**src/rtl/core/ctlb_pkg.sv**
```systemverilog
package ctlb_pkg;

	// sizing
	localparam int CAPACITY_DEF = 64;
	localparam int CHAR_W       = 8;
	localparam int LEN_W        = 7;

	// command codes
	localparam logic [3:0] ACT_NEXT       = 4'd0;
	localparam logic [3:0] ACT_PREV       = 4'd1;
	localparam logic [3:0] ACT_FIRST      = 4'd2;
	localparam logic [3:0] ACT_LAST       = 4'd3;
	localparam logic [3:0] ACT_INS_AFTER  = 4'd4;
	localparam logic [3:0] ACT_INS_BEFORE = 4'd5;
	localparam logic [3:0] ACT_DELETE     = 4'd6;
	localparam logic [3:0] ACT_ERASE      = 4'd7;
	localparam logic [3:0] ACT_DUMP       = 4'd8;

	// response status codes
	localparam logic [1:0] STS_OK    = 2'd0;
	localparam logic [1:0] STS_FULL  = 2'd1;
	localparam logic [1:0] STS_EMPTY = 2'd2;

	typedef struct packed {
		logic [3:0]        action;
		logic [CHAR_W-1:0] char_in;
	} cmd_t;

	typedef struct packed {
		logic [1:0]        status;
		logic [CHAR_W-1:0] char_out;
		logic              at_cursor;
		logic              last_item;
		logic [LEN_W-1:0]  length;
	} rsp_t;

	// operation on one stack of cells
	typedef enum logic [2:0] {
		STK_HOLD,
		STK_PUSH,
		STK_POP,
		STK_REPL,
		STK_CLEAR
	} stk_op_t;

	// what one cell loads on the next edge
	typedef enum logic [1:0] {
		CELL_HOLD,
		CELL_TAKE_ABOVE,
		CELL_TAKE_BELOW
	} cell_op_t;

endpackage

```
**src/rtl/core/ctlb_cell.sv**
```systemverilog
module ctlb_cell (
	input  logic                        clk,
	input  ctlb_pkg::cell_op_t          op,
	input  logic [ctlb_pkg::CHAR_W-1:0] from_above,
	input  logic [ctlb_pkg::CHAR_W-1:0] from_below,
	output logic [ctlb_pkg::CHAR_W-1:0] q
);

	logic [ctlb_pkg::CHAR_W-1:0] char_q;

	// one character slot, shifted toward either neighbor
	always_ff @(posedge clk) begin
		case (op)
			ctlb_pkg::CELL_TAKE_ABOVE: char_q <= from_above;
			ctlb_pkg::CELL_TAKE_BELOW: char_q <= from_below;
			default:                   char_q <= char_q;
		endcase
	end

	assign q = char_q;

endmodule

```
**src/rtl/core/ctlb_stack.sv**
```systemverilog
module ctlb_stack #(
	parameter int DEPTH = ctlb_pkg::CAPACITY_DEF
) (
	input  logic                          clk,
	input  logic                          arst_n,
	input  ctlb_pkg::stk_op_t             op,
	input  logic [ctlb_pkg::CHAR_W-1:0]   din,
	output logic [ctlb_pkg::CHAR_W-1:0]   top,
	output logic [$clog2(DEPTH+1)-1:0]    count
);

	localparam int CW = $clog2(DEPTH+1);

	logic [ctlb_pkg::CHAR_W-1:0] cell_q [DEPTH];
	ctlb_pkg::cell_op_t          cell_op [DEPTH];
	logic [CW-1:0]               count_q;

	// row of cells, top of stack at cell 0
	for (genvar i = 0; i < DEPTH; i++) begin : g_cell
		logic [ctlb_pkg::CHAR_W-1:0] above;
		logic [ctlb_pkg::CHAR_W-1:0] below;

		if (i == 0) begin : g_top
			assign above = din;
		end else begin : g_mid
			assign above = cell_q[i-1];
		end

		if (i == DEPTH-1) begin : g_bot
			assign below = cell_q[i];
		end else begin : g_nbot
			assign below = cell_q[i+1];
		end

		// per-cell shift decision
		always_comb begin
			case (op)
				ctlb_pkg::STK_PUSH: cell_op[i] = ctlb_pkg::CELL_TAKE_ABOVE;
				ctlb_pkg::STK_POP:  cell_op[i] = ctlb_pkg::CELL_TAKE_BELOW;
				ctlb_pkg::STK_REPL: cell_op[i] = (i == 0) ? ctlb_pkg::CELL_TAKE_ABOVE
				                                          : ctlb_pkg::CELL_HOLD;
				default:            cell_op[i] = ctlb_pkg::CELL_HOLD;
			endcase
		end

		ctlb_cell u_cell (
			.clk        (clk),
			.op         (cell_op[i]),
			.from_above (above),
			.from_below (below),
			.q          (cell_q[i])
		);
	end

	// fill count
	always_ff @(posedge clk or negedge arst_n) begin
		if (!arst_n) begin
			count_q <= '0;
		end else begin
			case (op)
				ctlb_pkg::STK_PUSH:  count_q <= count_q + CW'(1);
				ctlb_pkg::STK_POP:   count_q <= count_q - CW'(1);
				ctlb_pkg::STK_CLEAR: count_q <= '0;
				default:             count_q <= count_q;
			endcase
		end
	end

	assign top   = cell_q[0];
	assign count = count_q;

endmodule

```
**src/rtl/core/cursor_text_line_buffer.sv**
```systemverilog
// Next, prev, insert, delete, erase: the stacks shift as the request is taken, then
// S_RESP loads the response. First and last: S_FIRST or S_LAST walks the cursor before S_RESP.
// Dump: S_REWIND walks the cursor to the head, S_STREAM sends one character per cycle
// while the output is not stalled, then S_RESTORE walks the cursor back to its index.
// A new request is taken only in S_IDLE, after the previous one has finished.
// Reset: counts and control clear at once (empty line); character cells are not reset.
module cursor_text_line_buffer #(
	parameter int CAPACITY = ctlb_pkg::CAPACITY_DEF
) (
	input  logic           clk,
	input  logic           arst_n,
	input  logic           cmd_valid,
	output logic           cmd_stall,
	input  ctlb_pkg::cmd_t cmd,
	output logic           rsp_valid,
	input  logic           rsp_stall,
	output ctlb_pkg::rsp_t rsp
);

	localparam int CW = $clog2(CAPACITY+1);
	localparam int IW = $clog2(CAPACITY);

	typedef enum logic [2:0] {
		S_IDLE,
		S_RESP,
		S_FIRST,
		S_LAST,
		S_REWIND,
		S_STREAM,
		S_RESTORE
	} state_t;

	state_t                      state_q;
	logic                        rsp_valid_q;
	ctlb_pkg::rsp_t              rsp_q;
	logic [1:0]                  sts_q;
	logic [IW-1:0]               idx_q;
	logic [IW-1:0]               pos_q;

	ctlb_pkg::stk_op_t           l_op;
	ctlb_pkg::stk_op_t           r_op;
	logic [ctlb_pkg::CHAR_W-1:0] l_din;
	logic [ctlb_pkg::CHAR_W-1:0] r_din;
	logic [ctlb_pkg::CHAR_W-1:0] l_top;
	logic [ctlb_pkg::CHAR_W-1:0] r_top;
	logic [CW-1:0]               l_cnt;
	logic [CW-1:0]               r_cnt;
	logic [CW-1:0]               total;
	logic                        full;
	logic                        is_ins;
	logic                        accept;
	logic                        out_free;
	logic                        rsp_load;

	// left stack: characters before the cursor, nearest on top
	ctlb_stack #(.DEPTH(CAPACITY)) u_left (
		.clk    (clk),
		.arst_n (arst_n),
		.op     (l_op),
		.din    (l_din),
		.top    (l_top),
		.count  (l_cnt)
	);

	// right stack: cursor character on top, then the rest of the line
	ctlb_stack #(.DEPTH(CAPACITY)) u_right (
		.clk    (clk),
		.arst_n (arst_n),
		.op     (r_op),
		.din    (r_din),
		.top    (r_top),
		.count  (r_cnt)
	);

	assign total     = CW'(l_cnt + r_cnt);
	assign full      = (total == CW'(CAPACITY));
	assign is_ins    = (cmd.action == ctlb_pkg::ACT_INS_AFTER) ||
	                   (cmd.action == ctlb_pkg::ACT_INS_BEFORE);
	assign cmd_stall = (state_q != S_IDLE);
	assign accept    = cmd_valid && !cmd_stall;
	assign out_free  = !rsp_valid_q || !rsp_stall;
	assign rsp_load  = ((state_q == S_RESP) || (state_q == S_STREAM)) && out_free;

	// stack operations for the current step
	always_comb begin
		l_op  = ctlb_pkg::STK_HOLD;
		r_op  = ctlb_pkg::STK_HOLD;
		l_din = r_top;
		r_din = l_top;
		case (state_q)
			S_IDLE: begin
				if (cmd_valid) begin
					case (cmd.action)
						ctlb_pkg::ACT_NEXT: begin
							if (r_cnt > CW'(1)) begin
								r_op = ctlb_pkg::STK_POP;
								l_op = ctlb_pkg::STK_PUSH;
							end
						end
						ctlb_pkg::ACT_PREV: begin
							if (l_cnt != '0) begin
								l_op = ctlb_pkg::STK_POP;
								r_op = ctlb_pkg::STK_PUSH;
							end
						end
						ctlb_pkg::ACT_INS_AFTER: begin
							r_din = cmd.char_in;
							if (!full) begin
								if (total == '0) begin
									r_op = ctlb_pkg::STK_PUSH;
								end else begin
									l_op = ctlb_pkg::STK_PUSH;
									r_op = ctlb_pkg::STK_REPL;
								end
							end
						end
						ctlb_pkg::ACT_INS_BEFORE: begin
							r_din = cmd.char_in;
							if (!full) begin
								r_op = ctlb_pkg::STK_PUSH;
							end
						end
						ctlb_pkg::ACT_DELETE: begin
							if (total != '0) begin
								if (l_cnt == '0) begin
									r_op = ctlb_pkg::STK_POP;
								end else begin
									r_op = ctlb_pkg::STK_REPL;
									l_op = ctlb_pkg::STK_POP;
								end
							end
						end
						ctlb_pkg::ACT_ERASE: begin
							l_op = ctlb_pkg::STK_CLEAR;
							r_op = ctlb_pkg::STK_CLEAR;
						end
						default: begin
						end
					endcase
				end
			end
			S_FIRST, S_REWIND: begin
				if (l_cnt != '0) begin
					l_op = ctlb_pkg::STK_POP;
					r_op = ctlb_pkg::STK_PUSH;
				end
			end
			S_LAST: begin
				if (r_cnt > CW'(1)) begin
					r_op = ctlb_pkg::STK_POP;
					l_op = ctlb_pkg::STK_PUSH;
				end
			end
			S_STREAM: begin
				if (out_free) begin
					r_op = ctlb_pkg::STK_POP;
					l_op = ctlb_pkg::STK_PUSH;
				end
			end
			S_RESTORE: begin
				if (l_cnt != CW'(idx_q)) begin
					l_op = ctlb_pkg::STK_POP;
					r_op = ctlb_pkg::STK_PUSH;
				end
			end
			default: begin
			end
		endcase
	end

	// sequencer and response register
	always_ff @(posedge clk or negedge arst_n) begin
		if (!arst_n) begin
			state_q     <= S_IDLE;
			rsp_valid_q <= 1'b0;
			rsp_q       <= '0;
			sts_q       <= ctlb_pkg::STS_OK;
			idx_q       <= '0;
			pos_q       <= '0;
		end else begin
			// load a new response or drop the one taken
			if (rsp_load) begin
				rsp_valid_q <= 1'b1;
			end else if (!rsp_stall) begin
				rsp_valid_q <= 1'b0;
			end
			case (state_q)
				S_IDLE: begin
					if (accept) begin
						sts_q <= (is_ins && full) ? ctlb_pkg::STS_FULL : ctlb_pkg::STS_OK;
						case (cmd.action)
							ctlb_pkg::ACT_FIRST: state_q <= S_FIRST;
							ctlb_pkg::ACT_LAST:  state_q <= S_LAST;
							ctlb_pkg::ACT_DUMP: begin
								idx_q <= l_cnt[IW-1:0];
								pos_q <= '0;
								state_q <= (total == '0) ? S_RESP : S_REWIND;
							end
							default: state_q <= S_RESP;
						endcase
					end
				end
				S_RESP: begin
					if (out_free) begin
						rsp_q.at_cursor <= 1'b0;
						rsp_q.last_item <= 1'b1;
						rsp_q.length    <= ctlb_pkg::LEN_W'(total);
						if (total == '0) begin
							rsp_q.status   <= (sts_q == ctlb_pkg::STS_FULL) ?
							                  ctlb_pkg::STS_FULL : ctlb_pkg::STS_EMPTY;
							rsp_q.char_out <= '0;
						end else begin
							rsp_q.status   <= sts_q;
							rsp_q.char_out <= r_top;
						end
						state_q <= S_IDLE;
					end
				end
				S_FIRST: begin
					if (l_cnt == '0) begin
						state_q <= S_RESP;
					end
				end
				S_LAST: begin
					if (r_cnt <= CW'(1)) begin
						state_q <= S_RESP;
					end
				end
				S_REWIND: begin
					if (l_cnt == '0) begin
						state_q <= S_STREAM;
					end
				end
				S_STREAM: begin
					if (out_free) begin
						rsp_q.status    <= ctlb_pkg::STS_OK;
						rsp_q.char_out  <= r_top;
						rsp_q.at_cursor <= (pos_q == idx_q);
						rsp_q.last_item <= (r_cnt == CW'(1));
						rsp_q.length    <= ctlb_pkg::LEN_W'(total);
						pos_q           <= pos_q + IW'(1);
						if (r_cnt == CW'(1)) begin
							state_q <= S_RESTORE;
						end
					end
				end
				S_RESTORE: begin
					if (l_cnt == CW'(idx_q)) begin
						state_q <= S_IDLE;
					end
				end
				default: state_q <= S_IDLE;
			endcase
		end
	end

	assign rsp_valid = rsp_valid_q;
	assign rsp       = rsp_q;

	// line never grows past capacity
	a_cap: assert property (@(posedge clk) disable iff (!arst_n)
		total <= CW'(CAPACITY))
		else $error("line length above capacity");

	// a non-empty line has a character under the cursor outside the dump restore walk
	a_cursor: assert property (@(posedge clk) disable iff (!arst_n)
		((state_q != S_RESTORE) && (total != '0)) |-> (r_cnt != '0))
		else $error("cursor stack empty on non-empty line");

	// an accepted request always starts work
	a_start: assert property (@(posedge clk) disable iff (!arst_n)
		accept |=> (state_q != S_IDLE))
		else $error("request accepted without leaving idle");

	// cursor walks never change the length
	a_walk: assert property (@(posedge clk) disable iff (!arst_n)
		(state_q != S_IDLE) |=> $stable(total))
		else $error("length changed during cursor walk");

endmodule

```
**config.mk**
```make
export PLATFORM = sky130hd
export DESIGN_NAME = cursor_text_line_buffer
export DESIGN_NICKNAME = d
export VERILOG_FILES = /design/src/rtl/core/ctlb_pkg.sv /design/src/rtl/core/ctlb_cell.sv /design/src/rtl/core/ctlb_stack.sv /design/src/rtl/core/cursor_text_line_buffer.sv
export SDC_FILE = /design/constraint.sdc
export NUM_CORES = 2
export LEC_CHECK = 0
export BUFFER_PORTS_ARGS = -buffer_cell sky130_fd_sc_hd__buf_2
export CORE_MARGIN = 4
export CORE_UTILIZATION = 25
export DETAILED_ROUTE_END_ITERATION = 6
export SLEW_MARGIN = 20
export SYNTH_ARGS = -nofsm -noshare
export SYNTH_HDL_FRONTEND = slang
export SYNTH_SLANG_ARGS = --single-unit
```
**constraint.sdc**
```tcl
create_clock -name clk -period 24.3 [get_ports clk]
set_input_delay 3.645 -clock clk [delete_from_list [all_inputs] [get_ports clk]]
set_output_delay 3.645 -clock clk [all_outputs]
set_load 0.02 [all_outputs]
```
Yosys cells after proc, flatten, opt, wreduce, memory -nomap -nowiden. Index checks and enable logic that the tools add are counted.

Output and inout port bits: 21. Word-level logic and storage cells: 408. Register bits after elaboration: 1075.

Reduce and logical (&&, ||, !) cells: 33. Mux-type cells: 181. Add/subtract/negate cells: 6. Order comparisons: 2. Equality and inequality tests: 46.

Operators by type and width (number): $pmux W8 S2 (126); $pmux W3 S5 (3); $pmux W7 S3 (2); $mux W19 (2); $pmux W19 S2 (1); $mux W3 (11); $mux W8 (3); $pmux W3 S7 (1); $mux W2 (10); $eq A3 B2 Y1 const B (6); $mux W6 (3); $pmux W3 S6 (1); $eq A4 B3 Y1 const B (4); $pmux W2 S2 (4); $eq A3 B3 Y1 const B (5); $add A7 B1 Y7 const B (2); $logic_not A7 Y1 (2); $ne A2 B2 Y1 const B (7); $reduce_bool A7 Y1 (2); $sub A7 B1 Y7 const B (2); $pmux W6 S2 (1); $reduce_bool A2 Y1 (6); $mux W1 (11); $eq A2 B1 Y1 const B (5); 28 further kinds (48).

Logic depth before layout (Yosys ltp).
Depth in word-level cells: 12. Mapped depth: 18.

Modules after synthesis. From an unflattened synthesis, not the netlist that was laid out.

Cell total of the unflattened synthesis: 2985. Area total of the unflattened synthesis: 53866.7 um2.

Modules (own cells, without submodules): ctlb_cell (cells each 20, sequential area each 240.2 um2, times used 128, area each 391.6 um2); cursor_text_line_buffer (cells each 248, sequential area each 900.9 um2, times used 1, area each 2290.9 um2); ctlb_stack (u_left) (cells each 86, sequential area each 175.2 um2, times used 1, area each 730.7 um2); ctlb_stack (u_right) (cells each 91, sequential area each 175.2 um2, times used 1, area each 716.9 um2).

Least setup slack after synthesis. Ideal clock, no wire load.

Path kind: input to register. Start: in cmd_valid. End: reg u_right.g_cell[10].u_cell.char_q (netlist bit u_right.g_cell[10].u_cell.q[0]) (enable). Required time: 23.433 ns. Setup slack: 8.088 ns. Buffers on the path: 0. Arrival time: 15.345 ns. Stages: 7. Cells stage by stage: or4b_4 nor3_1 nand2_1 o211ai_1 nor2_2 or2_1 ha_1.

Cells in the longest elaborated chain, start to end: 6. Elaborated cells on any way between the ends: 8. Classes of those cells: eq/ne: 4; mux: 3; reduce/logical: 1.

RTL lines: start: declaration (RTL line cursor_text_line_buffer.sv:12) `input logic cmd_valid,`; $mux W3 * (RTL line cursor_text_line_buffer.sv:92) `if (cmd_valid) begin`; $pmux W3 S5 * (RTL line cursor_text_line_buffer.sv:90) `case (state_q)`; $eq A3 B2 Y1 or $eq A3 B1 Y1 (tied branches) (RTL line ctlb_stack.sv:37) `case (op)`; $pmux W2 S2 * (RTL line ctlb_stack.sv:37); $eq A2 B2 Y1 or $eq A2 B1 Y1 (tied branches) (RTL line ctlb_cell.sv:13) `case (op)`; $reduce_bool A2 Y1 (no line) *; end signal: assignment (RTL line ctlb_cell.sv:14) `ctlb_pkg::CELL_TAKE_ABOVE: char_q <= from_above;`; end signal: assignment (RTL line ctlb_cell.sv:15) `ctlb_pkg::CELL_TAKE_BELOW: char_q <= from_below;`; end signal: assignment (RTL line ctlb_cell.sv:16) `default: char_q <= char_q;`; end: declaration (RTL line ctlb_cell.sv:9) `logic [ctlb_pkg::CHAR_W-1:0] char_q;`.

Every way passes the cells marked *; elsewhere a longest branch is shown, timed or not. A chain may end at the register's enable or synchronous reset.

Worst setup path in the final report.
Start: in cmd_valid. End: reg u_left.g_cell[12].u_cell.char_q (netlist bit u_left.g_cell[12].u_cell.q[4]) (enable).

Cells in the longest elaborated chain, start to end: 6. Elaborated cells on any way between the ends: 8. Classes of those cells: eq/ne: 4; mux: 3; reduce/logical: 1.

RTL lines (RTL line): $mux W3 * (cursor_text_line_buffer.sv:92); $pmux W3 S5 * (cursor_text_line_buffer.sv:90); $eq A3 B2 Y1 or $eq A3 B1 Y1 (tied branches) (ctlb_stack.sv:37); $pmux W2 S2 * (ctlb_stack.sv:37); $eq A2 B2 Y1 or $eq A2 B1 Y1 (tied branches) (ctlb_cell.sv:13); $reduce_bool A2 Y1 (no line) *; end signal: assignment (ctlb_cell.sv:14); end signal: assignment (ctlb_cell.sv:15); end signal: assignment (ctlb_cell.sv:16); end: declaration (ctlb_cell.sv:9).

Marks and branches as above.

==> summary.md <==
| Metric | Value |
|---|---|
| Fin crit share | 35.7% |
| Ports | 37 |
| Final Critical Period | 8.68 ns |
| Number of routed nets with antenna violations | 0 |
| CP Class | in -> reg |
| First DRT Iteration DRCs | 1534 |
| Synth cell count leaders | edfxtp_1 (1024), mux2_2 (1006), clkbuf_1 (113), nand2_1 (57), dfrtp_1 (50) |
| RR Startpoint | u_left.count[0]$_DFFE_PN0P_ |
| CTS Sinks | 1074 |
| Post-Route Utilization | 28.6% |
| RSZ-0062 raised after global routing | no |
| Row count | 157 |
| Post-CTS sizing | 0 |
| Worst hold path startpoint | u_right.g_cell[62].u_cell.q[0]$_DFFE_PP_ |
| Root buf cell | clkbuf_16 |
| GRT Overall Usage | 7.01% |
| Main combinational cell family by area after synthesis | multiplexers |
| Top FF cell, synth | edfxtp_1 |
| Worst Setup SP | cmd_valid |
| # setup viols final | 0 |
| Hold Fails Final Rpt | 0 |
| Rel. slew slack | 18.5% |
| I/O Buffers | 36 |
| Die W | 437 um |
| Tightest Pin Transition | 1.22 ns |
| Drt via density | 4.08 |
| Post-synthesis cell count | 2537 |
| DP Area | 49000 sq um |
| YS warnings | 0 |
| Area occupied by multi-input gates | 13500 sq um |
| CP Launch Type | input port |
| Synth Area in Simple Gates | 1.82% |
| Synth cell types | 61 |
| Gpl congestion | 0.744 |
| P&R area growth vs syn | 13.9% |
| First-pass GRT wire length | 114 mm |
| DR vias | 20922 |
| Status | complete, no violations |
| Post-CTS Hold Buffers | 0 |
| Detailed Routing Iterations Pass 1 | 5 |
| Ys async rst share | 4.66% |
| Syn avg cell area | 18.1 sq um |
| Reg2reg setup slack | 17.12 ns |
| Critical Path Sink Type | flip-flop |
| Aggregate routed wire length | 69.6 mm |
| Max-cap violations | 0 |
| Clock H-tree levels | 3 |
| Most common cell in the netlist | edfxtp_1 |
| R2R cell count | 13 |
| Worst Hold Class | reg -> reg |
| Largest net degree at the start of global routing | 213 |
| Synth area leader | edfxtp_1 |
| Die Y | 437 um |
| Hold Crit Depth | 0 |
| Number of antenna violations at the first check in global routing | 3 |
| Dpl hpwl | 40.9 mm |
| Adder-Cell Fraction of Synth Area | 0.713% |
| Fin Hold WS | 0.449 ns |
| Clk_lat worst skew | 0.68 ns |
| Post-route cell area | 52400 sq um |
| Setup Buffers After CTS | 0 |
| Fill cells | 18253 |
| Die ar. | 191000 sq um |
| Post-synthesis mux area share | 24.9% |
| CTS tree | built |
| Fin Clk Skew | 0.0326 ns |
| Peak Freq | 115 MHz |
| Seq cells post-synth | 1074 |
| Syn_nets | 2578 |
| Initial core utilization | 25.1% |
| TritonCTS Buffers | 108 |
| Core region area | 183000 sq um |
| Worst Path Required | 24.59 ns |
| Register area | 32000 sq um |
| GRT overflow | 0 |
| Final net count | 2620 |
| Area of the mapped netlist | 46000 sq um |
| Sequential area share after synthesis | 69.6% |
| Drc violations | 0 |
| Setup_tns | 0 ns |
| Clock-pin slew on the worst setup and hold paths | 0.06 ns |
| Main area contributors after synthesis | edfxtp_1 (67%), mux2_2 (25%), dfrtp_1 (2.7%) |
| Max-slew violations | 0 |
| CTS Buffer Depth | 3 |
| Compound-Gate Fraction of Synth Area | 1.28% |
| Critical Path Fanout Max | 73 |
| Xor and xnor area share after synthesis | 0.495% |
| Post-synth EDFFs | 1024 |
| Share of cells above drive strength 1 | 46.1% |
| Post-synth top area share | 66.8% |
| Vias in the first global route | 21627 |
| Avg WL per Cell | 13.6 um |
| Data arrival time of the critical path | 8.97 ns |
==> metrics by stage <==
stage                     setup WS, ns  cells
after global routing             15.30   5131
final                            15.62   5131
after floorplan                   8.09   2537
after detailed placement         14.86   4933
after global placement           14.96   4933
after CTS                        15.62   5130
==> per-layer routing <==
layer	vias up	track usage, %	routed length, um
met5	-	0	0
met4	0	2.06	1410
li1	9993	-	-
met3	112	1.59	2550
met2	196	11.7	33700
met1	10621	9.06	32000
==> cell families after synthesis <==
| logic type | Yosys count |
|---|---|
| fa+ha+maj | 25 |
| simple gates | 165 |
| mux | 1020 |
| buf+inv | 143 |
| flops | 1074 |
| compound gates | 84 |
| xor+xnor | 26 |
==> cells in the final DEF, fill, tap and decap left out, drive strengths merged, types with 4 or more instances in the layout <==
cell type  count
edfxtp      1024
nand4          4
buf           59
inv           18
nor2          34
dfrtp         50
bufinv         6
mux2i         12
nand3          9
xor2          17
a21o           4
xnor2          9
nor2b          4
nand3b         5
mux2        1008
nor4           4
or3            8
a31oi          6
nand2b         9
clkinv        54
or2            5
clkbuf       134
o21ai         25
nor3          14
ha            23
a22o           9
nand2         59
a21oi         15
==> sequential cells by signal, indices dropped and copies added, names as in the netlist <==
name                     cells
rsp_valid                    1
rsp                         19
pos_q                        6
sts_q                        1
u_right.g_cell.u_cell.q    512
u_right.count                7
state_q                      3
u_left.g_cell.u_cell.q     512
u_left.count                 7
idx_q                        6
==> worst max-delay path, stage by stage <==
cell      delay (ns)
buf_2           0.09
or4b_4          0.49
or2_4           0.28
a311oi_2        0.34
nand2b_1        0.41
inv_1           0.20
ha_4            0.89
buf_4           0.73
buf_4           0.84
buf_4           0.83
==> final cells by class <==
class                           instances  share of cell area [%]
Antenna cell                            1                 0.00478
Clock buffer                          134                    5.39
Clock inverter                         63                   0.982
Inverter                               16                   0.119
Multi-Input combinational cell       1320                    25.8
Sequential cell                      1074                    61.1
Tap cell                             2464                    5.88
Timing Repair Buffer                   59                   0.759
==> final timing paths <==
path                                                             to
setup / recovery            u_left.g_cell[12].u_cell.q[4]$_DFFE_PP_
hold / removal             u_right.g_cell[63].u_cell.q[0]$_DFFE_PN_
setup reg to reg            u_left.g_cell[12].u_cell.q[4]$_DFFE_PP_
hold reg to reg            u_right.g_cell[63].u_cell.q[0]$_DFFE_PN_
max in group asynchronous                        rsp[9]$_DFFE_PN0P_
min in group asynchronous              u_right.count[2]$_DFFE_PN0P_
Power is left out: the tool's default activity adds up to more than one toggle a clock period on the data nets, which glitch-free logic cannot reach.
